**src/rtl/core/hfe_pkg.sv**
```systemverilog
// ----------------------------------------------------------------------------
// hfe_pkg: shared types and character helpers for the hex frame encoder
// Holds the command that passes from the front part to the back part, the
// nibble bit-reversal, hex digit and frame character functions.
// ----------------------------------------------------------------------------
package hfe_pkg;

    localparam int unsigned BYTE_W          = 8;
    localparam int unsigned STEP_W          = 4;   // step runs 0..10, longest run is 11 characters
    localparam int unsigned QUEUE_DEPTH_DEF = 2;

    localparam logic [STEP_W-1:0] START_BODY   = 4'd6;
    localparam logic [STEP_W-1:0] DATA_BODY    = 4'd2;
    localparam logic [STEP_W-1:0] TRAILER_LEN  = 4'd5;

    localparam logic [BYTE_W-1:0] CHAR_A    = 8'h41;
    localparam logic [BYTE_W-1:0] CHAR_B    = 8'h42;
    localparam logic [BYTE_W-1:0] CHAR_F    = 8'h46;
    localparam logic [BYTE_W-1:0] CHAR_4    = 8'h34;
    localparam logic [BYTE_W-1:0] CHAR_ZERO = 8'h30;
    // 'A' - 10, so a digit of 10..15 maps onto 'A'..'F'.
    localparam logic [BYTE_W-1:0] CHAR_HEX_BASE = 8'h37;

    typedef enum logic {
        KIND_START = 1'b0,
        KIND_DATA  = 1'b1
    } kind_t;

    typedef struct packed {
        kind_t             kind;
        logic [BYTE_W-1:0] value;    // length on a start, raw byte on data
        logic              trailer;  // checksum and closing text follow
        logic [BYTE_W-1:0] xsum;     // checksum to print in the trailer
    } cmd_t;

    function automatic logic [3:0] rev4(input logic [3:0] n);
        return {n[0], n[1], n[2], n[3]};
    endfunction

    function automatic logic [BYTE_W-1:0] hexc(input logic [3:0] v);
        if (v < 4'd10) begin
            return CHAR_ZERO + {4'd0, v};
        end
        return CHAR_HEX_BASE + {4'd0, v};
    endfunction

    function automatic logic [STEP_W-1:0] body_len(input cmd_t c);
        return (c.kind == KIND_START) ? START_BODY : DATA_BODY;
    endfunction

    function automatic logic [STEP_W-1:0] run_len(input cmd_t c);
        return body_len(c) + (c.trailer ? TRAILER_LEN : 4'd0);
    endfunction

    // Character at position step of the run that command c produces.
    function automatic logic [BYTE_W-1:0] frame_char(input cmd_t c,
                                                     input logic [STEP_W-1:0] step);
        logic [STEP_W-1:0] t;
        logic [BYTE_W-1:0] ch;
        t  = step - body_len(c);
        ch = CHAR_F;
        if (step < body_len(c)) begin
            if (c.kind == KIND_START) begin
                unique case (step)
                    4'd0, 4'd1: ch = CHAR_A;
                    4'd2:       ch = CHAR_B;
                    4'd3:       ch = CHAR_4;
                    4'd4:       ch = hexc(c.value[7:4]);
                    default:    ch = hexc(c.value[3:0]);
                endcase
            end else begin
                ch = (step == 4'd0) ? hexc(rev4(c.value[7:4])) : hexc(rev4(c.value[3:0]));
            end
        end else begin
            if (t == 4'd0) begin
                ch = hexc(c.xsum[7:4]);
            end else if (t == 4'd1) begin
                ch = hexc(c.xsum[3:0]);
            end
        end
        return ch;
    endfunction

endpackage

```
**src/rtl/core/hfe_front.sv**
```systemverilog
// ----------------------------------------------------------------------------
// hfe_front: input side of the hex frame encoder
// Accepts beats, tracks the open frame and its checksum, and turns each beat
// that produces text into one command for the queue.
// ----------------------------------------------------------------------------
module hfe_front (
    input  logic                        aclk,
    input  logic                        aresetn,
    input  logic                        s_tvalid,
    output logic                        s_tready,
    input  logic [2*hfe_pkg::BYTE_W-1:0] s_tdata,
    input  logic                        s_tuser,
    input  logic                        q_full,
    output logic                        q_push,
    output hfe_pkg::cmd_t               q_cmd
);
    import hfe_pkg::*;

    logic              in_frame_reg, in_frame_next;
    logic [BYTE_W-1:0] bytes_left_reg, bytes_left_next;
    logic [BYTE_W-1:0] xor_reg, xor_next;

    logic              accept;
    logic [BYTE_W-1:0] len;
    logic [BYTE_W-1:0] data;
    logic [BYTE_W-1:0] left_dec;
    logic [BYTE_W-1:0] xor_upd;

    assign s_tready = !q_full;
    assign accept   = s_tvalid && s_tready;
    assign len      = s_tdata[BYTE_W-1:0];
    assign data     = s_tdata[2*BYTE_W-1:BYTE_W];
    assign left_dec = bytes_left_reg - 8'd1;
    assign xor_upd  = xor_reg ^ data;

    always_comb begin
        in_frame_next   = in_frame_reg;
        bytes_left_next = bytes_left_reg;
        xor_next        = xor_reg;
        q_push          = 1'b0;
        q_cmd.kind      = KIND_START;
        q_cmd.value     = len;
        q_cmd.trailer   = 1'b0;
        q_cmd.xsum      = '0;
        if (accept) begin
            if (kind_t'(s_tuser) == KIND_START) begin
                // A start always reopens, dropping any frame in progress; a zero length closes at once.
                q_push          = 1'b1;
                q_cmd.trailer   = (len == 8'd0);
                xor_next        = '0;
                in_frame_next   = (len != 8'd0);
                bytes_left_next = len;
            end else if (in_frame_reg && bytes_left_reg != 8'd0) begin
                q_push          = 1'b1;
                q_cmd.kind      = KIND_DATA;
                q_cmd.value     = data;
                q_cmd.trailer   = (left_dec == 8'd0);
                q_cmd.xsum      = xor_upd;
                xor_next        = xor_upd;
                bytes_left_next = left_dec;
                in_frame_next   = (left_dec != 8'd0);
            end
        end
    end

    always_ff @(posedge aclk) begin
        if (!aresetn) begin
            in_frame_reg   <= 1'b0;
            bytes_left_reg <= '0;
            xor_reg        <= '0;
        end else begin
            in_frame_reg   <= in_frame_next;
            bytes_left_reg <= bytes_left_next;
            xor_reg        <= xor_next;
        end
    end

endmodule

```
**src/rtl/core/hfe_queue.sv**
```systemverilog
// ----------------------------------------------------------------------------
// hfe_queue: command queue between the front and back parts
// A small first-in first-out buffer of commands with a full flag.
// ----------------------------------------------------------------------------
module hfe_queue #(
    parameter int unsigned DEPTH = hfe_pkg::QUEUE_DEPTH_DEF
) (
    input  logic          aclk,
    input  logic          aresetn,
    input  logic          push,
    input  hfe_pkg::cmd_t push_cmd,
    output logic          full,
    input  logic          pop,
    output logic          valid,
    output hfe_pkg::cmd_t head
);
    import hfe_pkg::*;

    localparam int unsigned PW = (DEPTH > 1) ? $clog2(DEPTH) : 1;
    localparam int unsigned CW = $clog2(DEPTH + 1);

    cmd_t            mem [DEPTH];
    logic [PW-1:0]   wr_ptr_reg, wr_ptr_next;
    logic [PW-1:0]   rd_ptr_reg, rd_ptr_next;
    logic [CW-1:0]   count_reg, count_next;
    logic            do_push;
    logic            do_pop;

    assign full    = (count_reg == CW'(DEPTH));
    assign valid   = (count_reg != '0);
    assign head    = mem[rd_ptr_reg];
    assign do_push = push && !full;
    assign do_pop  = pop && valid;

    always_comb begin
        wr_ptr_next = wr_ptr_reg;
        rd_ptr_next = rd_ptr_reg;
        count_next  = count_reg;
        if (do_push) begin
            wr_ptr_next = (wr_ptr_reg == PW'(DEPTH - 1)) ? '0 : wr_ptr_reg + 1'b1;
        end
        if (do_pop) begin
            rd_ptr_next = (rd_ptr_reg == PW'(DEPTH - 1)) ? '0 : rd_ptr_reg + 1'b1;
        end
        if (do_push && !do_pop) begin
            count_next = count_reg + 1'b1;
        end else if (do_pop && !do_push) begin
            count_next = count_reg - 1'b1;
        end
    end

    always_ff @(posedge aclk) begin
        if (do_push) begin
            mem[wr_ptr_reg] <= push_cmd;
        end
    end

    always_ff @(posedge aclk) begin
        if (!aresetn) begin
            wr_ptr_reg <= '0;
            rd_ptr_reg <= '0;
            count_reg  <= '0;
        end else begin
            wr_ptr_reg <= wr_ptr_next;
            rd_ptr_reg <= rd_ptr_next;
            count_reg  <= count_next;
        end
    end

endmodule

```
**src/rtl/core/hfe_back.sv**
```systemverilog
// ----------------------------------------------------------------------------
// hfe_back: character sequencer of the hex frame encoder
// Walks the run of characters for the command at the queue head, one per cycle
// unless m_ stalls, into a registered output stage; retires it on its last.
// ----------------------------------------------------------------------------
module hfe_back (
    input  logic                        aclk,
    input  logic                        aresetn,
    input  logic                        q_valid,
    input  hfe_pkg::cmd_t               q_cmd,
    output logic                        q_pop,
    output logic                        m_tvalid,
    input  logic                        m_tready,
    output logic [hfe_pkg::BYTE_W-1:0]  m_tdata,
    output logic                        m_tlast,
    output logic                        m_tuser
);
    import hfe_pkg::*;

    logic [STEP_W-1:0] step_reg, step_next;
    logic              valid_reg, valid_next;
    logic [BYTE_W-1:0] char_reg;
    logic              last_reg;
    logic              done_reg;

    logic              advance;
    logic              at_end;

    assign advance = q_valid && (!valid_reg || m_tready);
    assign at_end  = (step_reg == run_len(q_cmd) - 4'd1);
    assign q_pop   = advance && at_end;

    always_comb begin
        step_next  = step_reg;
        valid_next = valid_reg;
        if (advance) begin
            valid_next = 1'b1;
            step_next  = at_end ? '0 : step_reg + 4'd1;
        end else if (m_tready) begin
            valid_next = 1'b0;
        end
    end

    always_ff @(posedge aclk) begin
        if (advance) begin
            char_reg <= frame_char(q_cmd, step_reg);
            last_reg <= at_end;
            // The closing 'F' is always the last character of its run.
            done_reg <= at_end && q_cmd.trailer;
        end
    end

    always_ff @(posedge aclk) begin
        if (!aresetn) begin
            step_reg  <= '0;
            valid_reg <= 1'b0;
        end else begin
            step_reg  <= step_next;
            valid_reg <= valid_next;
        end
    end

    assign m_tvalid = valid_reg;
    assign m_tdata  = char_reg;
    assign m_tlast  = last_reg;
    assign m_tuser  = done_reg;

endmodule

```
**src/rtl/core/hex_frame_encoder_nibble_swap.sv**
```systemverilog
// ----------------------------------------------------------------------------
// hex_frame_encoder_nibble_swap: byte message to hex ASCII frame encoder
// Frames a byte message as uppercase hex text: header "AAB4", the length,
// two bit-reversed nibble digits per byte, then the XOR checksum and "FFF".
// ----------------------------------------------------------------------------
//
//   Channel | Direction | tdata (low bit up)              | tuser        | tlast
//   --------+-----------+---------------------------------+--------------+-----------
//   s_      | in        | frame_len[7:0], data_byte[15:8] | req_type     | unused
//   m_      | out       | out_char[7:0]                   | frame_done   | run_last
//
// A start beat yields 6 characters, or 11 for a zero length; a data beat
// yields 2, or 7 when it closes the frame. The back sequencer emits one
// character per cycle while m_ is not stalled. The front accepts a beat in
// any cycle the command queue has room, so new beats are taken while the
// back part is still emitting earlier runs. Reset is synchronous and active
// low; it closes any frame, clears the checksum and empties the queue. A
// stall on m_ holds the output register, and the queue then fills and
// deasserts s_tready.
//
module hex_frame_encoder_nibble_swap #(
    parameter int unsigned QUEUE_DEPTH = hfe_pkg::QUEUE_DEPTH_DEF
) (
    input  logic                          aclk,
    input  logic                          aresetn,
    input  logic                          s_tvalid,
    output logic                          s_tready,
    input  logic [2*hfe_pkg::BYTE_W-1:0]  s_tdata,   // frame_len, data_byte
    input  logic                          s_tuser,   // req_type
    output logic                          m_tvalid,
    input  logic                          m_tready,
    output logic [hfe_pkg::BYTE_W-1:0]    m_tdata,   // out_char
    output logic                          m_tlast,   // run_last
    output logic                          m_tuser    // frame_done
);
    import hfe_pkg::*;

    // Commands flow front -> queue -> back.
    logic q_full;
    logic q_push;
    cmd_t q_in;
    logic q_pop;
    logic q_valid;
    cmd_t q_head;

    hfe_front u_front (
        .aclk     (aclk),
        .aresetn  (aresetn),
        .s_tvalid (s_tvalid),
        .s_tready (s_tready),
        .s_tdata  (s_tdata),
        .s_tuser  (s_tuser),
        .q_full   (q_full),
        .q_push   (q_push),
        .q_cmd    (q_in)
    );

    hfe_queue #(
        .DEPTH (QUEUE_DEPTH)
    ) u_queue (
        .aclk     (aclk),
        .aresetn  (aresetn),
        .push     (q_push),
        .push_cmd (q_in),
        .full     (q_full),
        .pop      (q_pop),
        .valid    (q_valid),
        .head     (q_head)
    );

    hfe_back u_back (
        .aclk     (aclk),
        .aresetn  (aresetn),
        .q_valid  (q_valid),
        .q_cmd    (q_head),
        .q_pop    (q_pop),
        .m_tvalid (m_tvalid),
        .m_tready (m_tready),
        .m_tdata  (m_tdata),
        .m_tlast  (m_tlast),
        .m_tuser  (m_tuser)
    );

endmodule
```
**config.mk**
```make
export PLATFORM = sky130hd
export DESIGN_NAME = hex_frame_encoder_nibble_swap
export DESIGN_NICKNAME = d
export VERILOG_FILES = /design/src/rtl/core/hfe_pkg.sv /design/src/rtl/core/hfe_front.sv /design/src/rtl/core/hfe_queue.sv /design/src/rtl/core/hfe_back.sv /design/src/rtl/core/hex_frame_encoder_nibble_swap.sv
export SDC_FILE = /design/constraint.sdc
export NUM_CORES = 1
export LEC_CHECK = 0
export ABC_AREA = 1
export BUFFER_PORTS_ARGS = -buffer_cell sky130_fd_sc_hd__buf_2
export CELL_PAD_IN_SITES_DETAIL_PLACEMENT = 1
export CELL_PAD_IN_SITES_GLOBAL_PLACEMENT = 1
export CORE_UTILIZATION = 41
export CTS_CLUSTER_SIZE = 20
export DETAILED_ROUTE_END_ITERATION = 8
export PLACE_DENSITY = 0.74
export SETUP_SLACK_MARGIN = 0.02
export SLEW_MARGIN = 40
export SYNTH_ARGS = -nofsm -noshare
export SYNTH_HDL_FRONTEND = slang
export SYNTH_HIERARCHICAL = 1
export SYNTH_SLANG_ARGS = --single-unit
```
**constraint.sdc**
```tcl
create_clock -name aclk -period 4.1 [get_ports aclk]
set_input_delay 0.615 -clock aclk [delete_from_list [all_inputs] [get_ports aclk]]
set_output_delay 0.615 -clock aclk [all_outputs]
set_load 0.02 [all_outputs]
```
Word level (Yosys, flattened, before mapping)
Memories as Yosys holds them, arrays and structs flattened. A register that Yosys moved wholly into a read port is not among the register bits. Cells that the tools add are included.

Bits in registers: 36. Memories: 1. Input bits: 21. Logic and storage cells: 148. Bits in read-only memories: 0. Bits in latches: 0. Output and inout bits: 12. Bits in writable memories: 36.

Memories: u_queue.mem (words 2, bits a word 18, read ports 1, clocked after Yosys merged registers in 1, wr ports 1, line hfe_queue.sv:22) `cmd_t mem [DEPTH];`.

Equality and inequality tests: 8. Shift-type cells: 0. Reduce and logical (&&, ||, !) cells: 27. Muxes and demuxes: 72. Add/subtract/negate cells: 21. Multipliers: 0. Bitwise logic cells: 1. Magnitude comparators: 7. Div/mod/pow operators: 0.

Operator list (number): 8-bit 2-to-1 mux (22); 6-bit by 4-bit adder with 7-bit output (first input constant) (12); 1-bit 2-to-1 mux (41); 18-bit 2-to-1 mux (2); 8-bit one-hot mux with 4 select lines (1); 4-bit < comparator (second input constant) (6); 8-bit nonzero test (3); 8-bit zero test (2); 1-bit logical AND (9); 9-bit 2-to-1 mux (1); 4-bit by 1-bit == test with 1-bit output (second input constant) (2); 4-bit by 2-bit == test with 1-bit output (second input constant) (2); 4-bit zero test (2); 8-bit by 1-bit subtractor with 8-bit output (second input constant) (1); 8-bit bitwise XOR (1); 3-bit 2-to-1 mux (2); 2-bit nonzero test (3); 5-bit OR reduction (1); 3-bit by 4-bit adder with 4-bit output (1); 4-bit by 1-bit adder with 4-bit output (second input constant) (1); 4-bit by 3-bit == test with 1-bit output (second input constant) (1); 4-bit == test (1); 1-bit zero test (4); 4-bit < comparator (1); 12 further kinds (14).

Logic depth before layout (Yosys ltp)
Word-level depth: 11. Gate-level depth with buffers: 21. Gate-level depth less buffers: 19.

Hierarchy
Netlist, hierarchy kept.

Modules (own cells, without submodules): hfe_back (instances 1, area an instance 1759.2 sq um, sequential area each 370.4 sq um, cells an instance 286); hfe_queue (instances 1, area an instance 1597.8 sq um, sequential area each 1181.1 sq um, cells an instance 93); hfe_front (instances 1, area an instance 1166.1 sq um, sequential area each 340.3 sq um, cells an instance 183).

Worst setup path after synthesis
OpenSTA, ideal clock, no wires.

Path type: register to register. From: reg (tool-made name). To: reg u_queue.count_reg[1]. Stages on the path, launching flop included: 19. Data required time: 4.036 ns. Slack: 1.518 ns. Arrival time: 2.519 ns. Clock period less this slack: 2.582 ns. Path buffers: 2. Library setup time: 0.064 ns. Cell sequence: dfxtp_1 -> buf_6 -> mux2_2 -> clkbuf_1 -> inv_1 -> ha_1 -> nand2_1 -> nand3_1 -> nor2_1 -> nand2_1 -> inv_1 -> o21a_1 -> inv_1 -> ha_1 -> inv_1 -> nand3_1 -> nand2_1 -> inv_1 -> nor2_1.

RTL lines: end signal, assigned (line hfe_queue.sv:66) `count_reg <= count_next;`; end, declared (line hfe_queue.sv:25) `logic [CW-1:0] count_reg, count_next;`.

==> summary.md <==
| Metric | Value |
|---|---|
| Final Util | 47.7% |
| Most common cell after layout, fill and taps aside | nand2_1 |
| Fin crit share | approximately 74% |
| Cells on worst reg2reg path | 17 |
| Area of the mapped netlist | roughly 0.0045 sq mm |
| CP arrival | around 3.3 ns |
| CTS Buf Count | 9 |
| Synth unique cells | 38 |
| Clk_skew | roughly 0.0087 ns |
| CTS clk-pin slew, worst paths | ~0.080 ns |
| F_max | between 0.3 and 0.4 GHz |
| Synth warn | 6 |
| Resize count post-CTS | 0 |
| Initial Util | approximately 43% |
| Vias in the first global route | approximately 4,000 |
| Wire per inst | 14.9 um |
| Total design power | 2.08 mW |
| TritonCTS clock tree | yes |
| FF+latch count, synth | around 70 |
| Clock latency on the worst-skew pair | approximately 0.35 ns |
| Final slew viol count | 0 |
| HP Start | u_front/xor_reg[5]$_SDFFE_PN0P_ |
| Hold Path Class | reg2reg |
| All-Layer GR Usage | 20.9% |
| Critical path required time | 4.39 ns |
| Final #Nets | 646 |
| Status | completed |
| CTS max path bufs | 2 |
| Final hold violations | 0 |
| Rows | 37 |
| Pleak | between 2 and 2.5 nW |
| DR vias | ~3,800 |
| RSZ-0062 raised after global routing | no |
| Final Non-Filler Cells | between 700 and 800 |
| RR Endpoint | u_queue/count_reg[1]$_SDFFE_PN0P_ |
| Setup_tns | 0 ns |
| Xor and xnor area share after synthesis | ~2.5% |
| Post-DRT Antenna Nets | 0 |
| Synth Area per Inst | 8.05 sq um |
| Vias per cell | slightly above 5 |
| Remaining global-route overflow | 0 |
| Startpoint types | flop |
| Worst Hold Depth | 2 |
| Width of the die | 107 um |
| Most frequent cells in the layout | nand2_1 (154), inv_1 (79), nand3_1 (53) |
| Maxcap violations | 0 |
| Fraction of the mapped netlist area in compound gates | 8.93% |
| Area grow syn2layout | 10.8% |
| DRT Pass-1 Iters | 4 |
| # IOs | 33 |
| Synth Instances | 562 |
| Largest family of logic cells by synthesized area | simple AND/OR/NAND/NOR gates |
| Synth Area in Simple Gates | 25.9% |
| Setup slack, reg-to-reg | 1.07 ns |
| CTS H-Tree Depth | 3 |
| Max FFs per register | 36 |
| Placed Cells | 724 |
| Detail Placement HPWL | approximately 8500 um |
| CP Class | reg2reg |
| Final setup vio count | 0 |
| DRT Wirelength | between 10,000 and 15,000 um |
| Initial antenna violation count | 0 |
| Worst hold endpoint | u_front/xor_reg[5]$_SDFFE_PN0P_ |
| N_diodes | 0 |
| Die Area | ~0.011 sq mm |
| Max VDD drop | around 0.00017 V |
| Core area | 0.0105 sq mm |
| Clock root cell | clkbuf_8 |
| CP Max Fanout | 18 |
| Hold buffer count at cts | 0 |
| Filler cells | 1,333 |
| Share of cells above drive strength 1 | about 15% |
| Post-Synth Adder-Cell Area | under 10% |
| Worst Setup End Kind | flop |
| Setup Buffers After CTS | 0 |
| Drt drc | 0 |
| Multiplexer share of the synthesized area | 5.31% |
| Input/output buffers | 31 |
| Sequential area share after synthesis | a little over two fifths |
| Mapped Nets | 608 |
| Global-route wire length before repair | approximately 19,000 um |
| Min Tclk post-route | 3.03 ns |
| # clock sinks | between 70 and 80 |
| Die height | approximately 110 um |
| Total power density per cell area | 415 mW/mm^2 |
| GP Congestion | 0.820 |
| Initial drt markers | roughly 110 |
| Maximum number of pins on one net before global-route repair | 27 |
## per-layer routing
| metal | track usage [%] | vias up | share of wire [%] |
|---|---|---|---|
| li1 | - | 1905 | - |
| met3 | 4.01 | 10 | 3.2 |
| met1 | 26.5 | 1827 | 47 |
| met4 | 6.56 | 0 | 1.3 |
| met2 | 35.9 | 51 | 49 |
| met5 | 0 | - | 0 |
## per-stage QoR
step | worst slack [ns] | hold WS [ns] | instance area, sq um
5_1_grt | 0.811 | 0.522 | 5010
3_3_place_gp | 1.27 | 0.464 | 4800
6_report | 1.07 | 0.487 | 5010
4_1_cts | 1.06 | 0.488 | 5000
2_1_floorplan | 1.52 | 0.455 | 4520
3_5_place_dp | 1.14 | 0.476 | 4800
## worst max-delay path, cell delays in order (launching register included)
cell,delay (ns)
dfxtp_1,0.32
buf_4,0.28
mux2_2,0.48
inv_1,0.20
ha_1,0.28
nand2_1,0.09
nand3_1,0.10
nor2_1,0.17
nand2_1,0.09
inv_1,0.08
o21a_1,0.16
inv_1,0.05
ha_1,0.30
inv_1,0.08
nand3_1,0.08
nand2_1,0.06
inv_1,0.04
nor2_1,0.10
## power breakdown
part | leakage, nW | total, mW | internal (mW) | switching [mW]
logic | 1.55 | 0.612 | 0.199 | 0.413
registers | 0.651 | 0.887 | 0.852 | 0.0353
clock network | 0.0997 | 0.581 | 0.298 | 0.283
## synthesized netlist by cell type, drive strengths merged
master	number	area, sq um
nand2	161	627
inv	81	304
nand3	55	285
edfxtp	45	1350
o21ai	42	225
nor2	41	171
a21oi	29	149
dfxtp	27	541
ha	24	300
mux2	18	240
xor2	12	105
buf	6	62.6
nand4	6	37.5
nor3	4	42.5
clkbuf	2	7.51
o211ai	2	15.0
a21boi	1	7.51
clkinv	1	5.00
conb	1	3.75
fa	1	20.0
o21a	1	7.51
or2	1	6.26
xnor2	1	8.76
## worst max path at each step
stage / startpoint / cells past startpoint / endpoint / slack, ns
2_1_floorplan: flop / 18 / u_queue/count_reg[1]$_SDFFE_PN0P_ / 1.52
3_3_place_gp: flop / 17 / u_queue/count_reg[1]$_SDFFE_PN0P_ / 1.27
3_5_place_dp: flop / 17 / u_queue/count_reg[1]$_SDFFE_PN0P_ / 1.14
4_1_cts: flop / 17 / u_queue/count_reg[1]$_SDFFE_PN0P_ / 1.06
5_1_grt: flop / 17 / u_queue/count_reg[1]$_SDFFE_PN0P_ / 0.81
6_report: flop / 17 / u_queue/count_reg[1]$_SDFFE_PN0P_ / 1.07
## kinds of logic after synthesis
group           Yosys count
mux                      18
other cells               1
fa+ha+maj                25
buf+inv                  90
flops                    72
simple gates            268
compound gates           75
xor+xnor                 13
## area by class of cell
type,count,area (sq um),area share (%)
Timing Repair Buffer,35,189,3.77
Sequential cell,72,1890,37.8
Inverter,82,309,6.17
Clock buffer,11,141,2.82
Tap cell,136,170,3.40
Clock inverter,5,56.3,1.12
Multi-Input combinational cell,400,2250,45.0
(Power assumes the default switching activity.)
